File: src/hw/rtl/pps_pkg.sv
// shared types, constants and helpers of the priority scheduler
package pps_pkg;

	localparam int QDEPTH    = 16;
	localparam int LEVELS    = 3;
	localparam int PID_W     = 8;
	localparam int LVL_W     = 2;
	localparam int IDX_W     = $clog2(QDEPTH);
	localparam int CNT_W     = $clog2(QDEPTH + 1);
	localparam int MEM_DEPTH = LEVELS * QDEPTH;
	localparam int ADDR_W    = $clog2(MEM_DEPTH);
	localparam int IN_DATA_W  = 16;
	localparam int OUT_DATA_W = 16;

	// operation codes as they arrive on the input stream
	typedef enum logic [1:0] {
		OP_READY   = 2'd0,
		OP_TIMEOUT = 2'd1,
		OP_RELEASE = 2'd2,
		OP_NOP     = 2'd3
	} op_t;

	// status codes of a result
	typedef enum logic [1:0] {
		ST_OK      = 2'd0,
		ST_DROPPED = 2'd1,
		ST_IDLE    = 2'd2,
		ST_RSVD    = 2'd3
	} status_t;

	// classified item passed from the front end to the engine
	typedef struct packed {
		op_t              op;
		logic [PID_W-1:0] pid;
		logic [LVL_W-1:0] lvl;
	} item_t;

	// result of one item
	typedef struct packed {
		status_t          status;
		logic             switched;
		logic [LVL_W-1:0] running_priority;
		logic [PID_W-1:0] running_pid;
		logic             running_valid;
	} res_t;

	// tail slot of a ring given its head and occupancy
	function automatic logic [IDX_W-1:0] tail_idx(input logic [IDX_W-1:0] head,
			input logic [CNT_W-1:0] count);
		logic [CNT_W:0] sum;
		sum = (CNT_W+1)'(head) + (CNT_W+1)'(count);
		if (sum >= (CNT_W+1)'(QDEPTH))
			sum = sum - (CNT_W+1)'(QDEPTH);
		return sum[IDX_W-1:0];
	endfunction

	// slot after the given one, wrapping at the ring end
	function automatic logic [IDX_W-1:0] next_idx(input logic [IDX_W-1:0] idx);
		if (idx == IDX_W'(QDEPTH - 1))
			return '0;
		return idx + IDX_W'(1);
	endfunction

	// flat memory address of a slot of a level
	function automatic logic [ADDR_W-1:0] mem_addr(input logic [LVL_W-1:0] lvl,
			input logic [IDX_W-1:0] idx);
		return ADDR_W'(lvl) * ADDR_W'(QDEPTH) + ADDR_W'(idx);
	endfunction

endpackage

File: src/hw/rtl/pps_front.sv
// front end: takes input transfers, decodes the operation and clamps the level
module pps_front import pps_pkg::*; (
	input  logic                 clk,
	input  logic                 arst_n,
	input  logic                 s_tvalid,
	output logic                 s_tready,
	input  logic [IN_DATA_W-1:0] s_tdata,   // [7:0] pid, [9:8] priority_req, rest zero
	input  logic [1:0]           s_tuser,   // [1:0] operation
	output logic                 item_valid,
	input  logic                 item_ready,
	output item_t                item
);

	logic  valid_s1;
	item_t item_s1;
	item_t item_d;
	logic [LVL_W-1:0] lvl_in;

	// decode and clamp the level to the top one
	always_comb begin
		lvl_in = s_tdata[PID_W +: LVL_W];
		item_d.op  = op_t'(s_tuser);
		item_d.pid = s_tdata[PID_W-1:0];
		if (32'(lvl_in) >= LEVELS)
			item_d.lvl = LVL_W'(LEVELS - 1);
		else
			item_d.lvl = lvl_in;
	end

	assign s_tready   = !valid_s1 || item_ready;
	assign item_valid = valid_s1;
	assign item       = item_s1;

	// holding stage
	always_ff @(posedge clk or negedge arst_n) begin
		if (!arst_n) begin
			valid_s1 <= 1'b0;
		end else if (s_tready) begin
			valid_s1 <= s_tvalid;
		end
	end

	always_ff @(posedge clk) begin
		if (s_tready && s_tvalid) begin
			item_s1 <= item_d;
		end
	end

endmodule

File: src/hw/rtl/pps_fifo.sv
// two-entry queue between front end and engine
module pps_fifo import pps_pkg::*; (
	input  logic  clk,
	input  logic  arst_n,
	input  logic  wr_valid,
	output logic  wr_ready,
	input  item_t wr_item,
	output logic  rd_valid,
	input  logic  rd_ready,
	output item_t rd_item
);

	item_t      slot_q [2];
	logic       wr_ptr_q;
	logic       rd_ptr_q;
	logic [1:0] cnt_q;
	logic       do_wr;
	logic       do_rd;

	assign wr_ready = (cnt_q != 2'd2);
	assign rd_valid = (cnt_q != 2'd0);
	assign rd_item  = slot_q[rd_ptr_q];
	assign do_wr    = wr_valid && wr_ready;
	assign do_rd    = rd_valid && rd_ready;

	// pointers and fill level
	always_ff @(posedge clk or negedge arst_n) begin
		if (!arst_n) begin
			wr_ptr_q <= 1'b0;
			rd_ptr_q <= 1'b0;
			cnt_q    <= 2'd0;
		end else begin
			if (do_wr)
				wr_ptr_q <= !wr_ptr_q;
			if (do_rd)
				rd_ptr_q <= !rd_ptr_q;
			if (do_wr && !do_rd)
				cnt_q <= cnt_q + 2'd1;
			else if (do_rd && !do_wr)
				cnt_q <= cnt_q - 2'd1;
		end
	end

	always_ff @(posedge clk) begin
		if (do_wr) begin
			slot_q[wr_ptr_q] <= wr_item;
		end
	end

endmodule

File: src/hw/rtl/pps_engine.sv
// back end: ready queues in memory, running process and dispatch decision
module pps_engine import pps_pkg::*; (
	input  logic  clk,
	input  logic  arst_n,
	input  logic  item_valid,
	output logic  item_ready,
	input  item_t item,
	output logic  res_valid,
	input  logic  res_ready,
	output res_t  res
);

	typedef enum logic [1:0] {
		S_EXEC = 2'b01,
		S_POP  = 2'b10
	} state_t;

	state_t state_q;

	// ready queue storage, one ring of QDEPTH slots per level
	logic [PID_W-1:0] mem [MEM_DEPTH];
	logic [PID_W-1:0] rd_data_q;

	logic [IDX_W-1:0] heads_q  [LEVELS];
	logic [CNT_W-1:0] counts_q [LEVELS];
	logic [PID_W-1:0] cur_pid_q;
	logic [LVL_W-1:0] cur_lvl_q;
	logic             cur_valid_q;

	// per item bookkeeping between the two steps
	logic             dispatch_q;
	logic             preempt_q;
	logic             dropped_q;
	logic [LVL_W-1:0] top_q;
	logic             start_valid_q;
	logic [PID_W-1:0] start_pid_q;
	logic             bypass_q;
	logic [PID_W-1:0] bypass_pid_q;

	logic  out_valid_q;
	res_t  out_q;

	// execute step signals
	logic             exec_fire;
	logic             push_req;
	logic [LVL_W-1:0] push_lvl;
	logic [PID_W-1:0] push_pid;
	logic             push_ok;
	logic             push_drop;
	logic [ADDR_W-1:0] push_addr;
	logic [CNT_W-1:0] counts_post [LEVELS];
	logic             valid_post;
	logic [LVL_W-1:0] top;
	logic             found;
	logic             dispatch;
	logic [ADDR_W-1:0] rd_addr;

	// pop step signals
	logic             out_free;
	logic             pop_fire;
	logic             pre_full;
	logic [ADDR_W-1:0] pre_addr;
	logic [PID_W-1:0] next_pid;
	logic             fin_valid;
	logic [PID_W-1:0] fin_pid;
	logic [LVL_W-1:0] fin_lvl;
	logic             fin_dropped;

	// memory write port
	logic              wr_en;
	logic [ADDR_W-1:0] wr_addr;
	logic [PID_W-1:0]  wr_data;

	assign item_ready = (state_q == S_EXEC);
	assign exec_fire  = item_valid && item_ready;
	assign out_free   = !out_valid_q || res_ready;
	assign pop_fire   = (state_q == S_POP) && out_free;

	// operation, then post-op occupancy and highest non-empty level
	always_comb begin
		push_req = 1'b0;
		push_lvl = item.lvl;
		push_pid = item.pid;
		valid_post = cur_valid_q;
		case (item.op)
			OP_READY: begin
				push_req = 1'b1;
			end
			OP_TIMEOUT: begin
				push_req   = cur_valid_q;
				push_lvl   = cur_lvl_q;
				push_pid   = cur_pid_q;
				valid_post = 1'b0;
			end
			OP_RELEASE: begin
				valid_post = 1'b0;
			end
			default: begin
			end
		endcase
		push_drop = push_req && (counts_q[push_lvl] == CNT_W'(QDEPTH));
		push_ok   = push_req && !push_drop;
		push_addr = mem_addr(push_lvl, tail_idx(heads_q[push_lvl], counts_q[push_lvl]));
		found = 1'b0;
		top   = '0;
		for (int l = 0; l < LEVELS; l++) begin
			counts_post[l] = counts_q[l];
			if (push_ok && push_lvl == LVL_W'(l))
				counts_post[l] = counts_q[l] + CNT_W'(1);
			if (counts_post[l] != '0) begin
				found = 1'b1;
				top   = LVL_W'(l);
			end
		end
		dispatch = found && (!valid_post || top > cur_lvl_q);
		rd_addr  = mem_addr(top, heads_q[top]);
	end

	// preempted process goes back to the tail of its own level
	always_comb begin
		pre_full = (counts_q[cur_lvl_q] == CNT_W'(QDEPTH));
		pre_addr = mem_addr(cur_lvl_q, tail_idx(heads_q[cur_lvl_q], counts_q[cur_lvl_q]));
		next_pid = bypass_q ? bypass_pid_q : rd_data_q;
		fin_dropped = dropped_q || (preempt_q && pre_full);
		if (dispatch_q) begin
			fin_valid = 1'b1;
			fin_pid   = next_pid;
			fin_lvl   = top_q;
		end else begin
			fin_valid = cur_valid_q;
			fin_pid   = cur_pid_q;
			fin_lvl   = cur_lvl_q;
		end
	end

	// one write per step: the operation's push, or the preempted process
	always_comb begin
		wr_en   = 1'b0;
		wr_addr = push_addr;
		wr_data = push_pid;
		if (exec_fire && push_ok) begin
			wr_en = 1'b1;
		end else if (pop_fire && preempt_q && !pre_full) begin
			wr_en   = 1'b1;
			wr_addr = pre_addr;
			wr_data = cur_pid_q;
		end
	end

	// queue memory
	always_ff @(posedge clk) begin
		if (wr_en)
			mem[wr_addr] <= wr_data;
		if (exec_fire)
			rd_data_q <= mem[rd_addr];
	end

	// sequencer and scheduler state
	always_ff @(posedge clk or negedge arst_n) begin
		if (!arst_n) begin
			state_q     <= S_EXEC;
			cur_pid_q   <= '0;
			cur_lvl_q   <= '0;
			cur_valid_q <= 1'b0;
			out_valid_q <= 1'b0;
			dispatch_q  <= 1'b0;
			preempt_q   <= 1'b0;
			dropped_q   <= 1'b0;
			top_q       <= '0;
			bypass_q    <= 1'b0;
			for (int l = 0; l < LEVELS; l++) begin
				heads_q[l]  <= '0;
				counts_q[l] <= '0;
			end
		end else begin
			// result register: filled by the pop step, emptied by a result transfer
			if (pop_fire)
				out_valid_q <= 1'b1;
			else if (res_valid && res_ready)
				out_valid_q <= 1'b0;
			unique case (state_q)
				S_EXEC: begin
					if (exec_fire) begin
						state_q    <= S_POP;
						dispatch_q <= dispatch;
						preempt_q  <= dispatch && valid_post;
						dropped_q  <= push_drop;
						top_q      <= top;
						bypass_q   <= push_ok && (push_addr == rd_addr);
						if (!valid_post) begin
							cur_valid_q <= 1'b0;
							cur_pid_q   <= '0;
							cur_lvl_q   <= '0;
						end
						for (int l = 0; l < LEVELS; l++) begin
							if (dispatch && top == LVL_W'(l)) begin
								counts_q[l] <= counts_post[l] - CNT_W'(1);
								heads_q[l]  <= next_idx(heads_q[l]);
							end else begin
								counts_q[l] <= counts_post[l];
							end
						end
					end
				end
				S_POP: begin
					if (pop_fire) begin
						state_q     <= S_EXEC;
						cur_valid_q <= fin_valid;
						cur_pid_q   <= fin_pid;
						cur_lvl_q   <= fin_lvl;
						if (preempt_q && !pre_full)
							counts_q[cur_lvl_q] <= counts_q[cur_lvl_q] + CNT_W'(1);
					end
				end
				default: begin
					state_q <= S_EXEC;
				end
			endcase
		end
	end

	// item payload held for the pop step, and the result register
	always_ff @(posedge clk) begin
		if (exec_fire) begin
			start_valid_q <= cur_valid_q;
			start_pid_q   <= cur_pid_q;
			bypass_pid_q  <= push_pid;
		end
		if (pop_fire) begin
			out_q.running_valid    <= fin_valid;
			out_q.running_pid      <= fin_valid ? fin_pid : '0;
			out_q.running_priority <= fin_valid ? fin_lvl : '0;
			out_q.switched <= dispatch_q && (!start_valid_q || start_pid_q != next_pid);
			if (fin_dropped)
				out_q.status <= ST_DROPPED;
			else if (!fin_valid)
				out_q.status <= ST_IDLE;
			else
				out_q.status <= ST_OK;
		end
	end

	assign res_valid = out_valid_q;
	assign res       = out_q;

endmodule

File: src/hw/rtl/priority_preemptive_scheduler_core.sv
// top level of the three-level preemptive round-robin scheduler
//
// Each input transfer carries one scheduling event (make ready, time-out of the
// running process, release of the running process) and yields exactly one result
// transfer with the running process after the event, a switch flag and a status.
// The engine handles each event in an execute step and a pop step, split by its
// registered queue memory read: the execute step applies the event and reads the
// head of the highest non-empty level, the pop step takes the registered read and
// writes back a preempted process. A two-entry queue and an input stage let up to
// three events wait while a result is held, and a held result does not stop the
// next event from being taken in. There is no clearing pass after reset; the input
// is ready to accept the first event as soon as reset is released.
module priority_preemptive_scheduler_core import pps_pkg::*; (
	input  logic                  clk,
	input  logic                  arst_n,
	input  logic                  s_tvalid,
	output logic                  s_tready,
	input  logic [IN_DATA_W-1:0]  s_tdata,   // [7:0] pid, [9:8] priority_req, [15:10] zero
	input  logic [1:0]            s_tuser,   // [1:0] operation
	output logic                  m_tvalid,
	input  logic                  m_tready,
	output logic [OUT_DATA_W-1:0] m_tdata    // [0] running_valid, [8:1] running_pid,
	                                         // [10:9] running_priority, [11] switched,
	                                         // [13:12] status, [15:14] zero
);

	logic  fr_valid;
	logic  fr_ready;
	item_t fr_item;
	logic  q_valid;
	logic  q_ready;
	item_t q_item;
	res_t  res;

	// decode stage
	pps_front u_front (
		.clk        (clk),
		.arst_n     (arst_n),
		.s_tvalid   (s_tvalid),
		.s_tready   (s_tready),
		.s_tdata    (s_tdata),
		.s_tuser    (s_tuser),
		.item_valid (fr_valid),
		.item_ready (fr_ready),
		.item       (fr_item)
	);

	// decoupling queue
	pps_fifo u_fifo (
		.clk      (clk),
		.arst_n   (arst_n),
		.wr_valid (fr_valid),
		.wr_ready (fr_ready),
		.wr_item  (fr_item),
		.rd_valid (q_valid),
		.rd_ready (q_ready),
		.rd_item  (q_item)
	);

	// scheduling engine
	pps_engine u_engine (
		.clk        (clk),
		.arst_n     (arst_n),
		.item_valid (q_valid),
		.item_ready (q_ready),
		.item       (q_item),
		.res_valid  (m_tvalid),
		.res_ready  (m_tready),
		.res        (res)
	);

	// result packing
	assign m_tdata = OUT_DATA_W'({res.status, res.switched, res.running_priority,
		res.running_pid, res.running_valid});

endmodule

File: config.mk
export PLATFORM = sky130hd
export DESIGN_NAME = priority_preemptive_scheduler_core
export DESIGN_NICKNAME = d
export VERILOG_FILES = /design/src/hw/rtl/pps_pkg.sv /design/src/hw/rtl/pps_front.sv /design/src/hw/rtl/pps_fifo.sv /design/src/hw/rtl/pps_engine.sv /design/src/hw/rtl/priority_preemptive_scheduler_core.sv
export SDC_FILE = /design/constraint.sdc
export NUM_CORES = 1
export LEC_CHECK = 0
export BUFFER_PORTS_ARGS = -buffer_cell sky130_fd_sc_hd__clkbuf_2
export CAP_MARGIN = 20
export CORE_ASPECT_RATIO = 0.9
export CORE_MARGIN = 2
export CORE_UTILIZATION = 65
export CTS_BUF_LIST = sky130_fd_sc_hd__clkbuf_4
export DETAILED_ROUTE_END_ITERATION = 8
export PLACE_DENSITY = 0.88
export SYNTH_ARGS = -nofsm -noshare
export SYNTH_HDL_FRONTEND = slang
export SYNTH_SLANG_ARGS = --single-unit
File: constraint.sdc
create_clock -name clk -period 13.3 [get_ports clk]
set_input_delay 1.33 -clock clk [delete_from_list [all_inputs] [get_ports clk]]
set_output_delay 1.33 -clock clk [all_outputs]
set_load 0.02 [all_outputs]
==> metrics.md <==
| Metric | Value |
|---|---|
| Worst R2R End | u_engine.rd_data_q[0]$_DFFE_PP_ |
| Share of flip-flops with an asynchronous set or reset | between 10% and 20% |
| H-tree depth | 3 |
| Vias per std cell | 6.42 |
| Avg Cell Area, Syn | around 13 sq um |
| Status | finished, final reports clean |
| Num Clock Sinks | 511 |
| Worst-Margin Slew | around 1.1 ns |
| First-pass iteration count of the detailed router | 5 |
| PD cells | between 200 and 300 mW/mm^2 |
| Routed Antenna Nets | 0 |
| Net Sw Frac | 42.0% |
| Initial core utilization | 66.3% |
| Sequential Power Share | 37.6% |
| All-Layer GR Usage | between 30% and 40% |
| # fillers | 2,141 |
| Total gr overflow | 0 |
| Largest net degree at the start of global routing | roughly 90 |
| Clk_lat worst skew | ~0.9 ns |
| Fin crit share | 64.8% |
| Sequential area share after synthesis | 66.5% |
| Detailed Route Iter0 Violations | about 2.1k |
| Worst vdd ir | slightly below 0.2 mV |
| Die H | roughly 180 microns |
| Die area | about 0.036 sq mm |
| Share of layout cells above drive strength 1 | 16.2% |
| Startpoint type of the worst setup path | register |
| Synth warnings | 0 |
| Site row count | 64 |
| Clock share of power | roughly a fifth |
| R2R setup slack | between 4 and 5 ns |
| Tmin final | 8.62 ns |
| Fmax | 116 MHz |
| Synth area leaders | edfxtp_1 61%, dfrtp_1 5.6%, nand2_1 5.3% |
| Post_cts resized | 0 |
| Final non-filler cell total | roughly 2.4k |
| Die Width | 201 microns |
| Setup TNS | 0 ns |
| Post-Place Cells | ~2.2k |
| Core ar. | ~0.034 sq mm |
| Final setup viols | 0 |
| Max cap viols | 0 |
| Largest area contributor in the netlist | edfxtp_1 |
| Slew Viols, Final | 0 |
| CP arrival | just over 9 ns |
| Hold path start | u_front.item[9]$_DFFE_PP_ |
| Crit Path Category | reg -> reg |
| Clock Path Buffers | 3 |
| Initial antenna violation count | 1 |
| Ports | 40 |
| Via count | ~15k |
| R2R Path Start | u_fifo.rd_ptr_q$_DFFE_PN0P_ |
| Clock-pin slew on the worst setup and hold paths | 0.07 ns |
| Top-area cell type share of the netlist area | about three fifths |
| Comb pwr share | between 40% and 50% |
| I/O Buffers | 31 |
| Synthesized instance count | 1,751 |
| CTS Root Cell | clkbuf_4 |
| Yosys reg bits | just over 500 |
| Switching Power | around 0.0027 W |
| CTS Buf Count | between 100 and 150 |
| Post-CTS setup buffers | 0 |
| Leak | about 8.9 nW |
| Hold depth | 0 |
| First-pass GRT wire length | approximately 84,000 microns |
| Endpoint class of the critical path | register |
| Hold EP | u_fifo.slot_q[1][9]$_DFFE_PP_ |
| Post-synth top flop | edfxtp_1 |
| Internal power | 0.00373 W |
| Clock Skew | 0.0813 ns |
| Vias in the first global route | between 15k and 20k |
| Syn-to-layout area delta | 8.57% |
| Crit-path max FO | between 50 and 60 |
| # hold bufs at CTS | 0 |
| DR DRC count | 0 |
| Number of enable flip-flop cells after synthesis | around 460 |
| Final wirelength | approximately 54,000 microns |
| Overall power | ~0.0064 W |
| Rel. slew slack | 24.8% |
| Post-Syn Area | approximately 0.023 sq mm |
| Worst Path Required | 13.80 ns |
| Nets | approximately 1.9k |
| Post-layout util | 72.0% |
| Final Wtd Congestion | slightly above 0.9 |
| Routed len/inst | ~23 microns |
| Fin. Hold Viols | 0 |
| HP Class | reg -> reg |
| RSZ-0062 raised after global routing | false |
| R2r worst-path depth | 23 |
| Post-synth cell types | 76 |
| Detailed placement HPWL | ~33,000 microns |
| CTS tree | yes |
## worst max-delay path by stage
stage | from | end | slack, ns
global placement | u_fifo.rd_ptr_q$_DFFE_PN0P_ | u_engine.rd_data_q[4]$_DFFE_PP_ | 4.90
global route | u_fifo.rd_ptr_q$_DFFE_PN0P_ | u_engine.rd_data_q[0]$_DFFE_PP_ | 4.25
CTS | u_fifo.rd_ptr_q$_DFFE_PN0P_ | u_engine.rd_data_q[0]$_DFFE_PP_ | 4.63
detailed placement | u_fifo.rd_ptr_q$_DFFE_PN0P_ | u_engine.rd_data_q[0]$_DFFE_PP_ | 4.66
floorplan | u_fifo.rd_ptr_q$_DFFE_PN0P_ | u_engine.rd_data_q[5]$_DFFE_PP_ | 7.12
finish | u_fifo.rd_ptr_q$_DFFE_PN0P_ | u_engine.rd_data_q[0]$_DFFE_PP_ | 4.68
## power by group through the flow
stage	Clock [W]	Sequential, W	Combinational (W)
6_report	0.00122	0.00242	0.00279
2_1_floorplan	0	0.00236	0.00199
3_5_place_dp	0	0.00244	0.00267
4_1_cts	0.00124	0.00241	0.00269
5_1_grt	0.00131	0.00243	0.00298
3_3_place_gp	0	0.00243	0.00256
## through the flow
step / area [sq um] / hold WS (ns) / worst slack [ns]
final: 24600 / 0.449 / 4.68
after global routing: 24600 / 0.464 / 4.25
after CTS: 24600 / 0.451 / 4.63
after detailed placement: 23100 / 0.435 / 4.66
after global placement: 23100 / 0.424 / 4.90
after floorplan: 22700 / 0.421 / 7.12
## final cells by class
cell class | instances | area (sq um) | share of cell area (%)
sequential | 511 | 15100 | 61.3
multi-input combinational | 1123 | 7070 | 28.7
clock buffer | 182 | 1370 | 5.55
tap | 462 | 578 | 2.35
timing repair buffer | 51 | 329 | 1.34
clock inverter | 27 | 114 | 0.462
inverter | 21 | 78.8 | 0.320
antenna | 1 | 2.50 | 0.0102
## synthesized netlist by cell type, types with 4 or more instances
| library cell | count |
|---|---|
| a21o_1 | 15 |
| a21oi_1 | 73 |
| a221oi_1 | 6 |
| a22o_1 | 4 |
| a22oi_1 | 4 |
| a31oi_1 | 7 |
| a32o_1 | 7 |
| a41oi_1 | 10 |
| and3_1 | 18 |
| and4_1 | 8 |
| and4b_1 | 7 |
| buf_1 | 4 |
| buf_2 | 23 |
| buf_4 | 9 |
| buf_6 | 8 |
| clkbuf_1 | 53 |
| dfrtp_1 | 51 |
| edfxtp_1 | 459 |
| ha_1 | 23 |
| inv_1 | 18 |
| mux2_1 | 4 |
| mux2_2 | 46 |
| mux2_4 | 6 |
| mux2i_1 | 112 |
| nand2_1 | 322 |
| nand2b_1 | 14 |
| nand3_1 | 67 |
| nand3b_1 | 4 |
| nand4_1 | 39 |
| nor2_1 | 98 |
| nor2b_1 | 5 |
| nor3_1 | 5 |
| nor3b_1 | 4 |
| nor4_1 | 11 |
| o211ai_1 | 4 |
| o21ai_0 | 59 |
| o221ai_1 | 9 |
| o22ai_1 | 21 |
| xnor2_1 | 33 |
| xor2_1 | 21 |
## cell families after synthesis
kind of cell | share of synthesized area, %
compound gates | 7.16
xor+xnor | 2.08
fa+ha+maj | 1.45
buf+inv | 2.49
flops | 66.5
mux | 7.82
other cells | 0.0165
simple gates | 12.5
## critical path: stages (launching register included)
cell	delay (ns)
dfrtp_1	0.83
mux2i_1	0.36
ha_1	0.19
buf_4	0.28
nand2b_1	0.17
o21ai_1	0.29
buf_4	0.29
mux2i_1	0.20
a2bb2oi_1	0.29
nand4_1	0.41
nand3_1	0.37
mux2i_1	0.32
ha_1	0.24
nand3_1	0.10
nor4_1	0.57
o211a_1	0.41
or3_4	0.19
and3_4	0.48
buf_4	0.70
mux2_4	0.35
and3_1	0.19
nor4_1	0.35
and4b_1	0.40
nand4_1	0.26
## state kept, by name, indices dropped and copies added, names as in the netlist, 2 cells and up
name	cells
u_engine.state_q	2
u_engine.mem	384
u_front.item	12
u_engine.cur_lvl_q	2
u_engine.top_q	2
u_fifo.slot_q	24
u_engine.heads_q	12
u_engine.cur_pid_q	8
u_fifo.cnt_q	2
u_engine.bypass_pid_q	8
u_engine.rd_data_q	8
u_engine.res	14
u_engine.counts_q	15
u_engine.start_pid_q	8
## layer usage
metal | part of all wire [%] | wire (microns) | GRT usage [%] | up-vias
li1 | - | - | - | 6730
met1 | 38 | 20800 | 41.0 | 7315
met2 | 47 | 25400 | 46.9 | 1067
met3 | 11 | 6120 | 6.93 | 160
met4 | 3.8 | 2090 | 14.4 | 0
met5 | 0 | 0 | 0 | -
## cells in the final DEF, fill, tap and decap left out, drive strengths merged, types with 8 or more instances in the layout
| master | synthesis | layout |
|---|---|---|
| ha | 23 | 23 |
| nand2b | 14 | 14 |
| nor2 | 101 | 101 |
| mux2 | 56 | 56 |
| xor2 | 21 | 21 |
| a41oi | 10 | 10 |
| mux2i | 112 | 112 |
| a21o | 15 | 15 |
| clkbuf | 53 | 213 |
| buf | 44 | 20 |
| xnor2 | 33 | 33 |
| o22ai | 21 | 21 |
| a21oi | 73 | 73 |
| and4 | 8 | 8 |
| nand2 | 322 | 322 |
| inv | 19 | 24 |
| dfrtp | 51 | 51 |
| nor4 | 12 | 12 |
| o21ai | 61 | 61 |
| edfxtp | 459 | 459 |
| and3 | 19 | 19 |
| nand3 | 67 | 67 |
| o221ai | 9 | 9 |
| clkinv | 2 | 23 |
| nand4 | 39 | 39 |
(Power assumes the default switching activity.)
